<file path="config.mk">
export PLATFORM = sky130hd
export DESIGN_NAME = two_level_bitmap_allocator
export DESIGN_NICKNAME = d
export VERILOG_FILES = /design/src/sv/tlba_pkg.sv /design/src/sv/two_level_bitmap_allocator.sv /design/src/sv/tlba_leaf_mem.sv /design/src/sv/tlba_engine.sv
export SDC_FILE = /design/constraint.sdc
export NUM_CORES = 1
export LEC_CHECK = 0
export BUFFER_PORTS_ARGS = -buffer_cell sky130_fd_sc_hd__buf_2
export CAP_MARGIN = 20
export CORE_UTILIZATION = 38
export CTS_CLUSTER_SIZE = 25
export DETAILED_ROUTE_END_ITERATION = 10
export GPL_TIMING_DRIVEN = 1
export PLACE_DENSITY_LB_ADDON = 0.12
export SYNTH_ARGS = -nofsm -noshare
export SYNTH_HDL_FRONTEND = slang
export SYNTH_SLANG_ARGS = --single-unit
</file>
<file path="constraint.sdc">
create_clock -name clk -period 9.6 [get_ports clk]
set_input_delay 0.48 -clock clk [delete_from_list [all_inputs] [get_ports clk]]
set_output_delay 0.48 -clock clk [all_outputs]
set_load 0.01 [all_outputs]
</file>
<file path="src/sv/tlba_pkg.sv">
`timescale 1ns / 1ps

package tlba_pkg;

	localparam int LEAF_BITS = 8;
	localparam int TOP_BITS  = 64;
	localparam int BIT_W     = $clog2(LEAF_BITS);
	localparam int WORD_W    = $clog2(TOP_BITS);
	localparam int SLOT_W    = WORD_W + BIT_W;
	localparam int MAXB_W    = SLOT_W + 1;

	typedef logic [LEAF_BITS-1:0] leaf_t;
	typedef logic [TOP_BITS-1:0]  sum_t;
	typedef logic [WORD_W-1:0]    word_t;
	typedef logic [BIT_W-1:0]     bitn_t;
	typedef logic [SLOT_W-1:0]    slot_t;
	typedef logic [MAXB_W-1:0]    maxb_t;
	typedef logic [3:0]           cmd_t;

	localparam cmd_t CMD_CLEAR     = 4'd0;
	localparam cmd_t CMD_LAZY_INIT = 4'd1;
	localparam cmd_t CMD_FREE_TICK = 4'd2;
	localparam cmd_t CMD_USED_TICK = 4'd3;
	localparam cmd_t CMD_SET       = 4'd4;
	localparam cmd_t CMD_CLEAR_BIT = 4'd5;
	localparam cmd_t CMD_GET       = 4'd6;
	localparam cmd_t CMD_FIND      = 4'd7;
	localparam cmd_t CMD_FIND_SET  = 4'd8;

	// request from the engine to the leaf memory
	typedef struct packed {
		logic  rd_en;
		word_t rd_addr;
		logic  wr_en;
		word_t wr_addr;
		leaf_t wr_data;
		logic  clr_en;
		sum_t  clr_mask;
	} leaf_req_t;

	typedef struct packed {
		slot_t slot_index;
		logic  found;
		logic  bit_value;
	} result_t;

	// index of the lowest zero bit of the summary
	function automatic word_t lowest_zero_top(sum_t v);
		word_t n;
		n = '0;
		for (int i = TOP_BITS - 1; i >= 0; i--) begin
			if (!v[i]) begin
				n = word_t'(i);
			end
		end
		return n;
	endfunction

	// index of the lowest zero bit of a leaf word
	function automatic bitn_t lowest_zero_leaf(leaf_t v);
		bitn_t n;
		n = '0;
		for (int i = LEAF_BITS - 1; i >= 0; i--) begin
			if (!v[i]) begin
				n = bitn_t'(i);
			end
		end
		return n;
	endfunction

endpackage

</file>
<file path="src/sv/two_level_bitmap_allocator.sv">
`timescale 1ns / 1ps

// channel  | signals                              | accepted when
// ---------+--------------------------------------+-----------------------
// in       | in_valid, in_ready, command,         | in_valid & in_ready
//          | bit_index                            |
// out      | out_valid, out_ready, slot_index,    | out_valid & out_ready
//          | found, bit_value                     |
// cfg      | cfg_valid, cfg_ready, cfg_data       | cfg_valid & cfg_ready
//
// every command issues its leaf word read at accept, then does the modify and
// write-back into the leaf memory
// clear needs no clearing pass: per-word valid bits drop in one step
// reset is immediate, with no clearing pass; all leaf words read as zero
// a full output register holds the engine in its write-back cycle

module two_level_bitmap_allocator
	import tlba_pkg::*;
(
	input  logic  clk,
	input  logic  arst_n,
	// command items
	input  logic  in_valid,
	output logic  in_ready,
	input  cmd_t  command,
	input  slot_t bit_index,
	// result items
	output logic  out_valid,
	input  logic  out_ready,
	output slot_t slot_index,
	output logic  found,
	output logic  bit_value,
	// max_bits register write
	input  logic  cfg_valid,
	output logic  cfg_ready,
	input  maxb_t cfg_data
);

	maxb_t     max_bits_q;
	logic      out_valid_q;
	result_t   out_q;
	logic      out_free;
	logic      done;
	result_t   res;
	leaf_req_t req;
	leaf_t     rd_data;

	// register writes are always taken
	assign cfg_ready = 1'b1;

	always_ff @(posedge clk or negedge arst_n) begin
		if (!arst_n) begin
			max_bits_q <= maxb_t'(LEAF_BITS * TOP_BITS);
		end else if (cfg_valid) begin
			max_bits_q <= cfg_data;
		end
	end

	// output register is free when empty or draining this cycle
	assign out_free = !out_valid_q || out_ready;

	always_ff @(posedge clk or negedge arst_n) begin
		if (!arst_n) begin
			out_valid_q <= 1'b0;
		end else if (done) begin
			out_valid_q <= 1'b1;
		end else if (out_ready) begin
			out_valid_q <= 1'b0;
		end
	end

	always_ff @(posedge clk) begin
		if (done) begin
			out_q <= res;
		end
	end

	assign out_valid  = out_valid_q;
	assign slot_index = out_q.slot_index;
	assign found      = out_q.found;
	assign bit_value  = out_q.bit_value;

	// command decode, summary word and read-modify-write of one leaf
	tlba_engine u_engine (
		.clk       (clk),
		.arst_n    (arst_n),
		.in_valid  (in_valid),
		.in_ready  (in_ready),
		.command   (command),
		.bit_index (bit_index),
		.max_bits  (max_bits_q),
		.out_free  (out_free),
		.done      (done),
		.res       (res),
		.req       (req),
		.rd_data   (rd_data)
	);

	// leaf words, registered read data
	tlba_leaf_mem u_leaf_mem (
		.clk     (clk),
		.arst_n  (arst_n),
		.req     (req),
		.rd_data (rd_data)
	);

endmodule

</file>
<file path="src/sv/tlba_leaf_mem.sv">
`timescale 1ns / 1ps

module tlba_leaf_mem
	import tlba_pkg::*;
(
	input  logic      clk,
	input  logic      arst_n,
	input  leaf_req_t req,
	output leaf_t     rd_data
);

	leaf_t mem [TOP_BITS];
	sum_t  valid_q;
	leaf_t rd_data_q;

	// an entry not yet written since reset or clear reads as zero
	always_ff @(posedge clk or negedge arst_n) begin
		if (!arst_n) begin
			valid_q <= '0;
		end else if (req.clr_en) begin
			valid_q <= valid_q & ~req.clr_mask;
		end else if (req.wr_en) begin
			valid_q[req.wr_addr] <= 1'b1;
		end
	end

	always_ff @(posedge clk) begin
		if (req.wr_en) begin
			mem[req.wr_addr] <= req.wr_data;
		end
	end

	always_ff @(posedge clk) begin
		if (req.rd_en) begin
			rd_data_q <= valid_q[req.rd_addr] ? mem[req.rd_addr] : '0;
		end
	end

	assign rd_data = rd_data_q;

endmodule

</file>
<file path="src/sv/tlba_engine.sv">
`timescale 1ns / 1ps

module tlba_engine
	import tlba_pkg::*;
(
	input  logic      clk,
	input  logic      arst_n,
	input  logic      in_valid,
	output logic      in_ready,
	input  cmd_t      command,
	input  slot_t     bit_index,
	input  maxb_t     max_bits,
	input  logic      out_free,
	output logic      done,
	output result_t   res,
	output leaf_req_t req,
	input  leaf_t     rd_data
);

	logic  busy_q;
	cmd_t  cmd_q;
	slot_t idx_q;
	word_t fword_q;
	sum_t  summary_q;
	sum_t  sum_d;
	logic  accept;
	logic  is_find;

	assign in_ready = !busy_q;
	assign accept   = in_valid && !busy_q;
	assign done     = busy_q && out_free;
	assign is_find  = (command == CMD_FIND) || (command == CMD_FIND_SET);

	always_ff @(posedge clk or negedge arst_n) begin
		if (!arst_n) begin
			busy_q    <= 1'b0;
			summary_q <= '0;
		end else begin
			if (accept) begin
				busy_q <= 1'b1;
			end else if (done) begin
				busy_q    <= 1'b0;
				summary_q <= sum_d;
			end
		end
	end

	always_ff @(posedge clk) begin
		if (accept) begin
			cmd_q   <= command;
			idx_q   <= bit_index;
			fword_q <= lowest_zero_top(summary_q);
		end
	end

	always_comb begin
		word_t word;
		bitn_t bitn;
		leaf_t mask;
		leaf_t wd;
		leaf_t nv;
		sum_t  sw;
		bitn_t fbit;
		slot_t fslot;
		logic  idx_ok;
		logic  wr;
		logic  clr;

		word   = idx_q[SLOT_W-1:BIT_W];
		bitn   = idx_q[BIT_W-1:0];
		mask   = leaf_t'(1) << bitn;
		idx_ok = {1'b0, idx_q} < max_bits;
		fbit   = lowest_zero_leaf(rd_data);
		fslot  = {fword_q, fbit};
		wd     = rd_data;
		nv     = rd_data;
		sw     = summary_q;
		wr     = 1'b0;
		clr    = 1'b0;
		sum_d  = summary_q;
		res    = '0;

		case (cmd_q)
			CMD_CLEAR: begin
				clr       = 1'b1;
				sum_d     = '0;
				res.found = 1'b1;
			end
			CMD_LAZY_INIT: begin
				sum_d     = '1;
				res.found = 1'b1;
			end
			CMD_FREE_TICK: begin
				if (idx_ok) begin
					wd = (bitn == '0) ? '1 : rd_data;
					nv = wd & ~mask;
					wr = 1'b1;
					if (wd == '1) begin
						sw    = (word == '0) ? '1 : summary_q;
						sum_d = sw & ~(sum_t'(1) << word);
					end
					res.found = 1'b1;
				end
			end
			CMD_USED_TICK: begin
				if (idx_ok) begin
					wd        = (bitn == '0) ? '1 : rd_data;
					nv        = wd | mask;
					wr        = 1'b1;
					res.found = 1'b1;
				end
			end
			CMD_SET: begin
				if (idx_ok) begin
					nv = rd_data | mask;
					wr = 1'b1;
					if (nv == '1) begin
						sum_d = summary_q | (sum_t'(1) << word);
					end
					res.found = 1'b1;
				end
			end
			CMD_CLEAR_BIT: begin
				if (idx_ok) begin
					nv = rd_data & ~mask;
					wr = 1'b1;
					if (rd_data == '1) begin
						sum_d = summary_q & ~(sum_t'(1) << word);
					end
					res.found = 1'b1;
				end
			end
			CMD_GET: begin
				if (idx_ok) begin
					res.bit_value = rd_data[bitn];
					res.found     = 1'b1;
				end
			end
			CMD_FIND, CMD_FIND_SET: begin
				word = fword_q;
				if (summary_q != '1 && rd_data != '1 && {1'b0, fslot} < max_bits) begin
					res.found      = 1'b1;
					res.slot_index = fslot;
					if (cmd_q == CMD_FIND_SET) begin
						nv = rd_data | (leaf_t'(1) << fbit);
						wr = 1'b1;
						if (nv == '1) begin
							sum_d = summary_q | (sum_t'(1) << fword_q);
						end
					end
				end
			end
			default: begin
			end
		endcase

		req.rd_en   = accept;
		req.rd_addr = is_find ? lowest_zero_top(summary_q) : bit_index[SLOT_W-1:BIT_W];
		req.wr_en   = wr && done;
		req.wr_addr = word;
		req.wr_data = nv;
		req.clr_en  = clr && done;
		for (int i = 0; i < TOP_BITS; i++) begin
			req.clr_mask[i] = (maxb_t'(i) << BIT_W) < max_bits;
		end
	end

endmodule

</file>
* After elaboration in Yosys (flattened, before gate mapping)
Memory sizes are Yosys's and may differ from the RTL's. A register that Yosys moved wholly into a read port is not among the register bits. Cells that the tools add are included.
Operators by class: magnitude comparators 70, eq/ne operators 25, shifts and indexed selects 4, multiplexer cells 115, bitwise gates (word level) 15, reduce and logical (&&, ||, !) cells 25
Operators by type and width (number):
- 2-to-1 mux 64 bit | 12
- 2-to-1 mux 6 bit | 66
- case mux 64 bit (6 select lines) | 1
- less-than comparator 9 x 10 -> 1 bit, first input constant | 32
- AND 64 bit | 3
- OR 64 bit | 3
- less-than comparator 8 x 10 -> 1 bit, first input constant | 16
- NOT 64 bit | 2
- left shift 1 x 6 -> 64 bit, first input constant | 2
- less-than comparator 7 x 10 -> 1 bit, first input constant | 8
- inequality test 64 bit, second input constant | 1
- 2-to-1 mux 8 bit | 7
- less-than comparator 6 x 10 -> 1 bit, first input constant | 4
- case mux 8 bit (5 select lines) | 1
- == test 8 bit, second input constant | 4
- 2-to-1 mux 3 bit | 8
- OR 8 bit | 3
- == test 4 x 3 -> 1 bit, second input constant | 5
- less-than comparator 5 x 10 -> 1 bit, first input constant | 2
- less-than comparator 9 x 10 -> 1 bit | 2
- inequality test 2 x 1 -> 1 bit, second input constant | 9
- AND 8 bit | 2
- left shift 1 x 3 -> 8 bit, first input constant | 2
- less-than comparator 6 x 7 -> 1 bit, second input constant | 2
- other kinds (29) | 57
Word-level totals: bits in registers 170, bits in writable memories 512, input bits 28, output and inout bits 14, word-level logic and storage cells 266, memories kept 1
Memory list:
- u_leaf_mem.mem | depth 64, width 8, read ports 1, clocked after memory_dff 1, wr ports 1, RTL line tlba_leaf_mem.sv:12 | leaf_t mem [TOP_BITS];

* Logic depth before layout (Yosys ltp)
depth after elaboration 68, mapped depth 15, gate-level depth less buffers 12

* Cells and area by module
A second synthesis with hierarchy kept.
Unflattened totals: cells, all modules 2504, area total of the unflattened synthesis 32695.1 sq um
By module, submodules not included:
- tlba_leaf_mem | instances 1, cells each 1270, area an instance 23262.3 sq um, sequential area each 17216.5 sq um
- tlba_engine | instances 1, cells each 1197, area an instance 8640.8 sq um, sequential area each 2197.1 sq um
- two_level_bitmap_allocator | instances 1, cells each 37, area an instance 792.0 sq um, sequential area each 606.8 sq um

* Worst setup path before layout
Ideal clock, no wire load.
path type register -> register, start point register u_leaf_mem.rd_data_q[6] (netlist: u_leaf_mem.rd_data[6]) (read register of u_leaf_mem.mem), end point memory u_leaf_mem.mem[0][6] (netlist bit), data pin, library setup time 0.721 ns, arrival time 4.977 ns, required time 8.879 ns, slack 3.902 ns, cell stages (with the launch flop) 13, buffers on the path 1, period minus slack after synthesis 5.698 ns, cells stage by stage edfxtp_1 -> clkbuf_1 -> nand2_1 -> nand3_1 -> a31oi_1 -> ha_1 -> a21boi_0 -> o211ai_1 -> a21oi_1 -> nor3_2 -> a31o_2 -> a21oi_1 -> a211oi_1
RTL lines:
- start: declaration | RTL line tlba_leaf_mem.sv:14 | leaf_t rd_data_q;
- end: declaration | RTL line tlba_leaf_mem.sv:12

* Worst setup path after layout
start point register u_engine.summary_q[11], end point register u_leaf_mem.rd_data_q[5] (netlist: u_leaf_mem.rd_data[5]) (read register of u_leaf_mem.mem), data pin
On the way: word-level cells in the longest chain between the ends 16
RTL lines:
- start: declaration | RTL line tlba_engine.sv:24 | sum_t summary_q;
- start signal: assignment | RTL line tlba_engine.sv:43 | summary_q <= sum_d;
- 2-to-1 mux 6 bit * (12 in series)
- 2-to-1 mux 6 bit * | RTL line tlba_engine.sv:158 | req.rd_addr = is_find ? lowest_zero_top(summary_q) : bit_index[SLOT_W-1:BIT_W];
- binary-select mux 1 bit (select 6 bit) | RTL line tlba_leaf_mem.sv:35 | rd_data_q <= valid_q[req.rd_addr] ? mem[req.rd_addr] : '0;
- 2-to-1 mux 1 bit (not written as such) | RTL line tlba_leaf_mem.sv:35
- zero test 1 bit (no source line)
Every way passes the cells marked *; elsewhere a longest branch is shown, timed or not. The select of a mux whose other input is x is not followed. A chain may end at the register's enable or synchronous reset.

==> out/results.ini <==
[run_status]
status=finished clean

[finish]
final_nets=3166
final_cell_mix=631 x nand2_1, 550 x edfxtp_1, 267 x nor2_1
fin_area_um2=36830
final_util_pct=43.06
drive_gt1_share_pct=8.360
fin_cells=4326
area_growth_pct=11.69
antenna_cells=0
final_common_cell=nand2_1

[setup_path]
crit_path_end_kind=register
cp-start-kind=register
critPathKind=reg -> reg
crit_fanout=79
cp.arrival_ps=5330
required_ps=9940

[clocking]
numCtsBuffers=79
cts_resized=0
cts_tree=yes
root_buffer=clkbuf_16
clkTransAtPathRegs_ps=60
clkSinkCount=690
clockBufferDepth=3
htree_levels=3
insertion_delay_ps=650

[timing]
fin_ws_ps=4617
finClkSkew_ps=46.91
rsz0062_at_grt=false
post-route-min-period_ps=4983
finalHoldViolCount=0
timing.fmax_mhz=200.7
maxSlewViolCount=0
setup_violations=0
tightestPinTransition_ps=1178
fin_hold_ws_ps=42.14
setup_tns_ps=0
relSlewSlack_pct=21.22
period_share_pct=51.90

[place]
pre_cts_ws_ps=4191
place_inst=4181
hpwl_um=67710
io_buffers=40
gp_congestion=0.9168
placed_cell_area_um2=34170

[yosys]
syn_area_per_cell_um2=10.42
ys_warn_count=0
async_reset_ff_share_pct=20.29
synth_ff_type=edfxtp_1
netlist_area_um2=32980
ys_types=87
syn_inst=3164
ys_seq_area_share_pct=60.71
synth-edff-count=550
synth-seq-cells=690
synth_nets=3208

[min_path]
hold_path_class=in -> reg

[power_and_ir_drop]
p_leak_nw=13.15
power_mw=8.537
swShare_pct=31.72
seq_power_share_pct=45.6
p_switching_mw=2.708
clkPwrFrac_pct=35.7
p_per_area_nw_per_um2=231.8
p_comb_share_pct=18.8
max-vdd-ir-drop_mv=0.1484
power.internal_mw=5.829

[global_route]
antenna_found_initial=2
grt_pass1_vias=25000
grt_pass1_wl_um=163800
grt.overflow.total=0
grt_use_total_pct=24.88
grt_max_degree=112

[drt]
routed-via-count=25830
firstDrtPassIters=6
viasPerCell=5.971
wl_per_cell_um=25.36
drt_iter0_markers=2608
ant_nets=0
drc=0
wirelength_um=109700

[die]
core-area_um2=85550
initial_core_util_pct=38.55
die_h_um=296.6
die_width_um=296.6
die_area_um2=87970
ios=42
row_count=107

[flow_run]
max_cap_viol_count=0

cells by family (layout without fill, tap and decap cells):
family / Yosys count / in the layout / share of synthesized area, %
multiplexers: 39 / 39 / 1.316
AND/OR/NAND/NOR: 1319 / 1319 / 17.71
other: 1 / 1 / 0.01137
buffers and inverters: 255 / 273 / 3.513
AO/OA/AOI/OAI: 843 / 843 / 16.10
flip-flops: 690 / 690 / 60.71
adder cells (fa/ha/maj): 17 / 17 / 0.6374
layout make-up:
cell class              count  area (µm²)
clock buffers              98        2131
fillers                  8088       48710
multi-input cells        2219       11960
clock inverters            43       473.0
repair buffers            101       699.4
flip-flops and latches    690       20020
inverters                  31       116.4
well taps                1144        1431
flip-flops by register name, summed over array words and instances, names as in the netlist, 6 cells and up:
register,count
u_leaf_mem.rd_data,8
u_leaf_mem.valid_q,64
max_bits_q,10
u_engine.summary_q,64
u_engine.idx_q,9
u_engine.fword_q,6
slot_index,9
u_leaf_mem.mem,512
power groups by stage:
stage | sequential, mW | clock, mW | combinational [mW]
final | 3.89 | 3.04 | 1.60
after global routing | 3.91 | 3.21 | 1.75
after CTS | 3.88 | 3.10 | 1.59
after detailed placement | 3.93 | 0 | 1.58
after global placement | 3.93 | 0 | 1.57
after floorplan | 3.83 | 0 | 0.998
repair_timing:
item | in CTS | in global routing
hold buffers | 3 | 0
buffers inserted | 0 | 0
hold endpoints to repair | 72 | 0
synthesized netlist by cell type, types with 15 or more instances:
cell type  number  share of area [%]
buf_2          53               0.80
buf_4          16               0.36
a221o_1        38                1.2
a32oi_1        17               0.45
nor2b_1        16               0.30
dfrtp_1       139                 11
clkbuf_1      137                1.6
and3_1         54                1.0
a311oi_1       35               0.93
mux2i_1        31               0.94
nor2_1        267                3.0
a21oi_1       210                3.2
nand2b_1       39               0.74
nand3_1       185                2.8
o21ai_0       243                3.7
ha_1           16               0.61
nand2_1       632                7.2
nand4_1        31               0.59
o21ai_1        25               0.38
inv_1          29               0.33
nor3_1         29               0.44
a31oi_1       113                2.1
edfxtp_1      550                 50
a221oi_1       15               0.40
worst max-delay path: stages (launching register included):
cell and delay (ps):
dfrtp_1 410, nand2b_1 150, a21boi_0 290, a2111o_1 170
o221ai_1 210, a211o_1 340, nand2_4 680, buf_4 830
nand3_1 160, nand3_1 150, nand2_1 120, o31ai_1 840
a31oi_1 230
routing by layer:
metal  wire, µm  track usage, %  vias to the layer above  part of all wire, %
met2      49980           38.84                     1112                   46
met4       3557           8.851                        0                  3.2
met3       7483           3.183                      214                  6.8
li1           -               -                    11640                    -
met5          0               0                        -                    0
met1      48680           35.53                    12860                   44
final timing paths:
check,slack (ps),start,end,depth (start not counted)
setup reg to reg,4620,u_engine.summary_q[11]$_DFFE_PN0P_,u_leaf_mem.rd_data[5]$_SDFFCE_PN0P_,12
max in group asynchronous,7600,arst_n,u_engine.summary_q[27]$_DFFE_PN0P_,3
hold / removal,40,command[3],u_engine.cmd_q[3]$_DFFE_PP_,1
setup / recovery,4620,u_engine.summary_q[11]$_DFFE_PN0P_,u_leaf_mem.rd_data[5]$_SDFFCE_PN0P_,12
hold reg to reg,500,u_leaf_mem.valid_q[1]$_DFFE_PN0P_,u_leaf_mem.valid_q[1]$_DFFE_PN0P_,2
min in group asynchronous,470,arst_n,max_bits_q[2]$_DFFE_PN0P_,2
No activity file was read; power rests on OpenSTA's default activity.
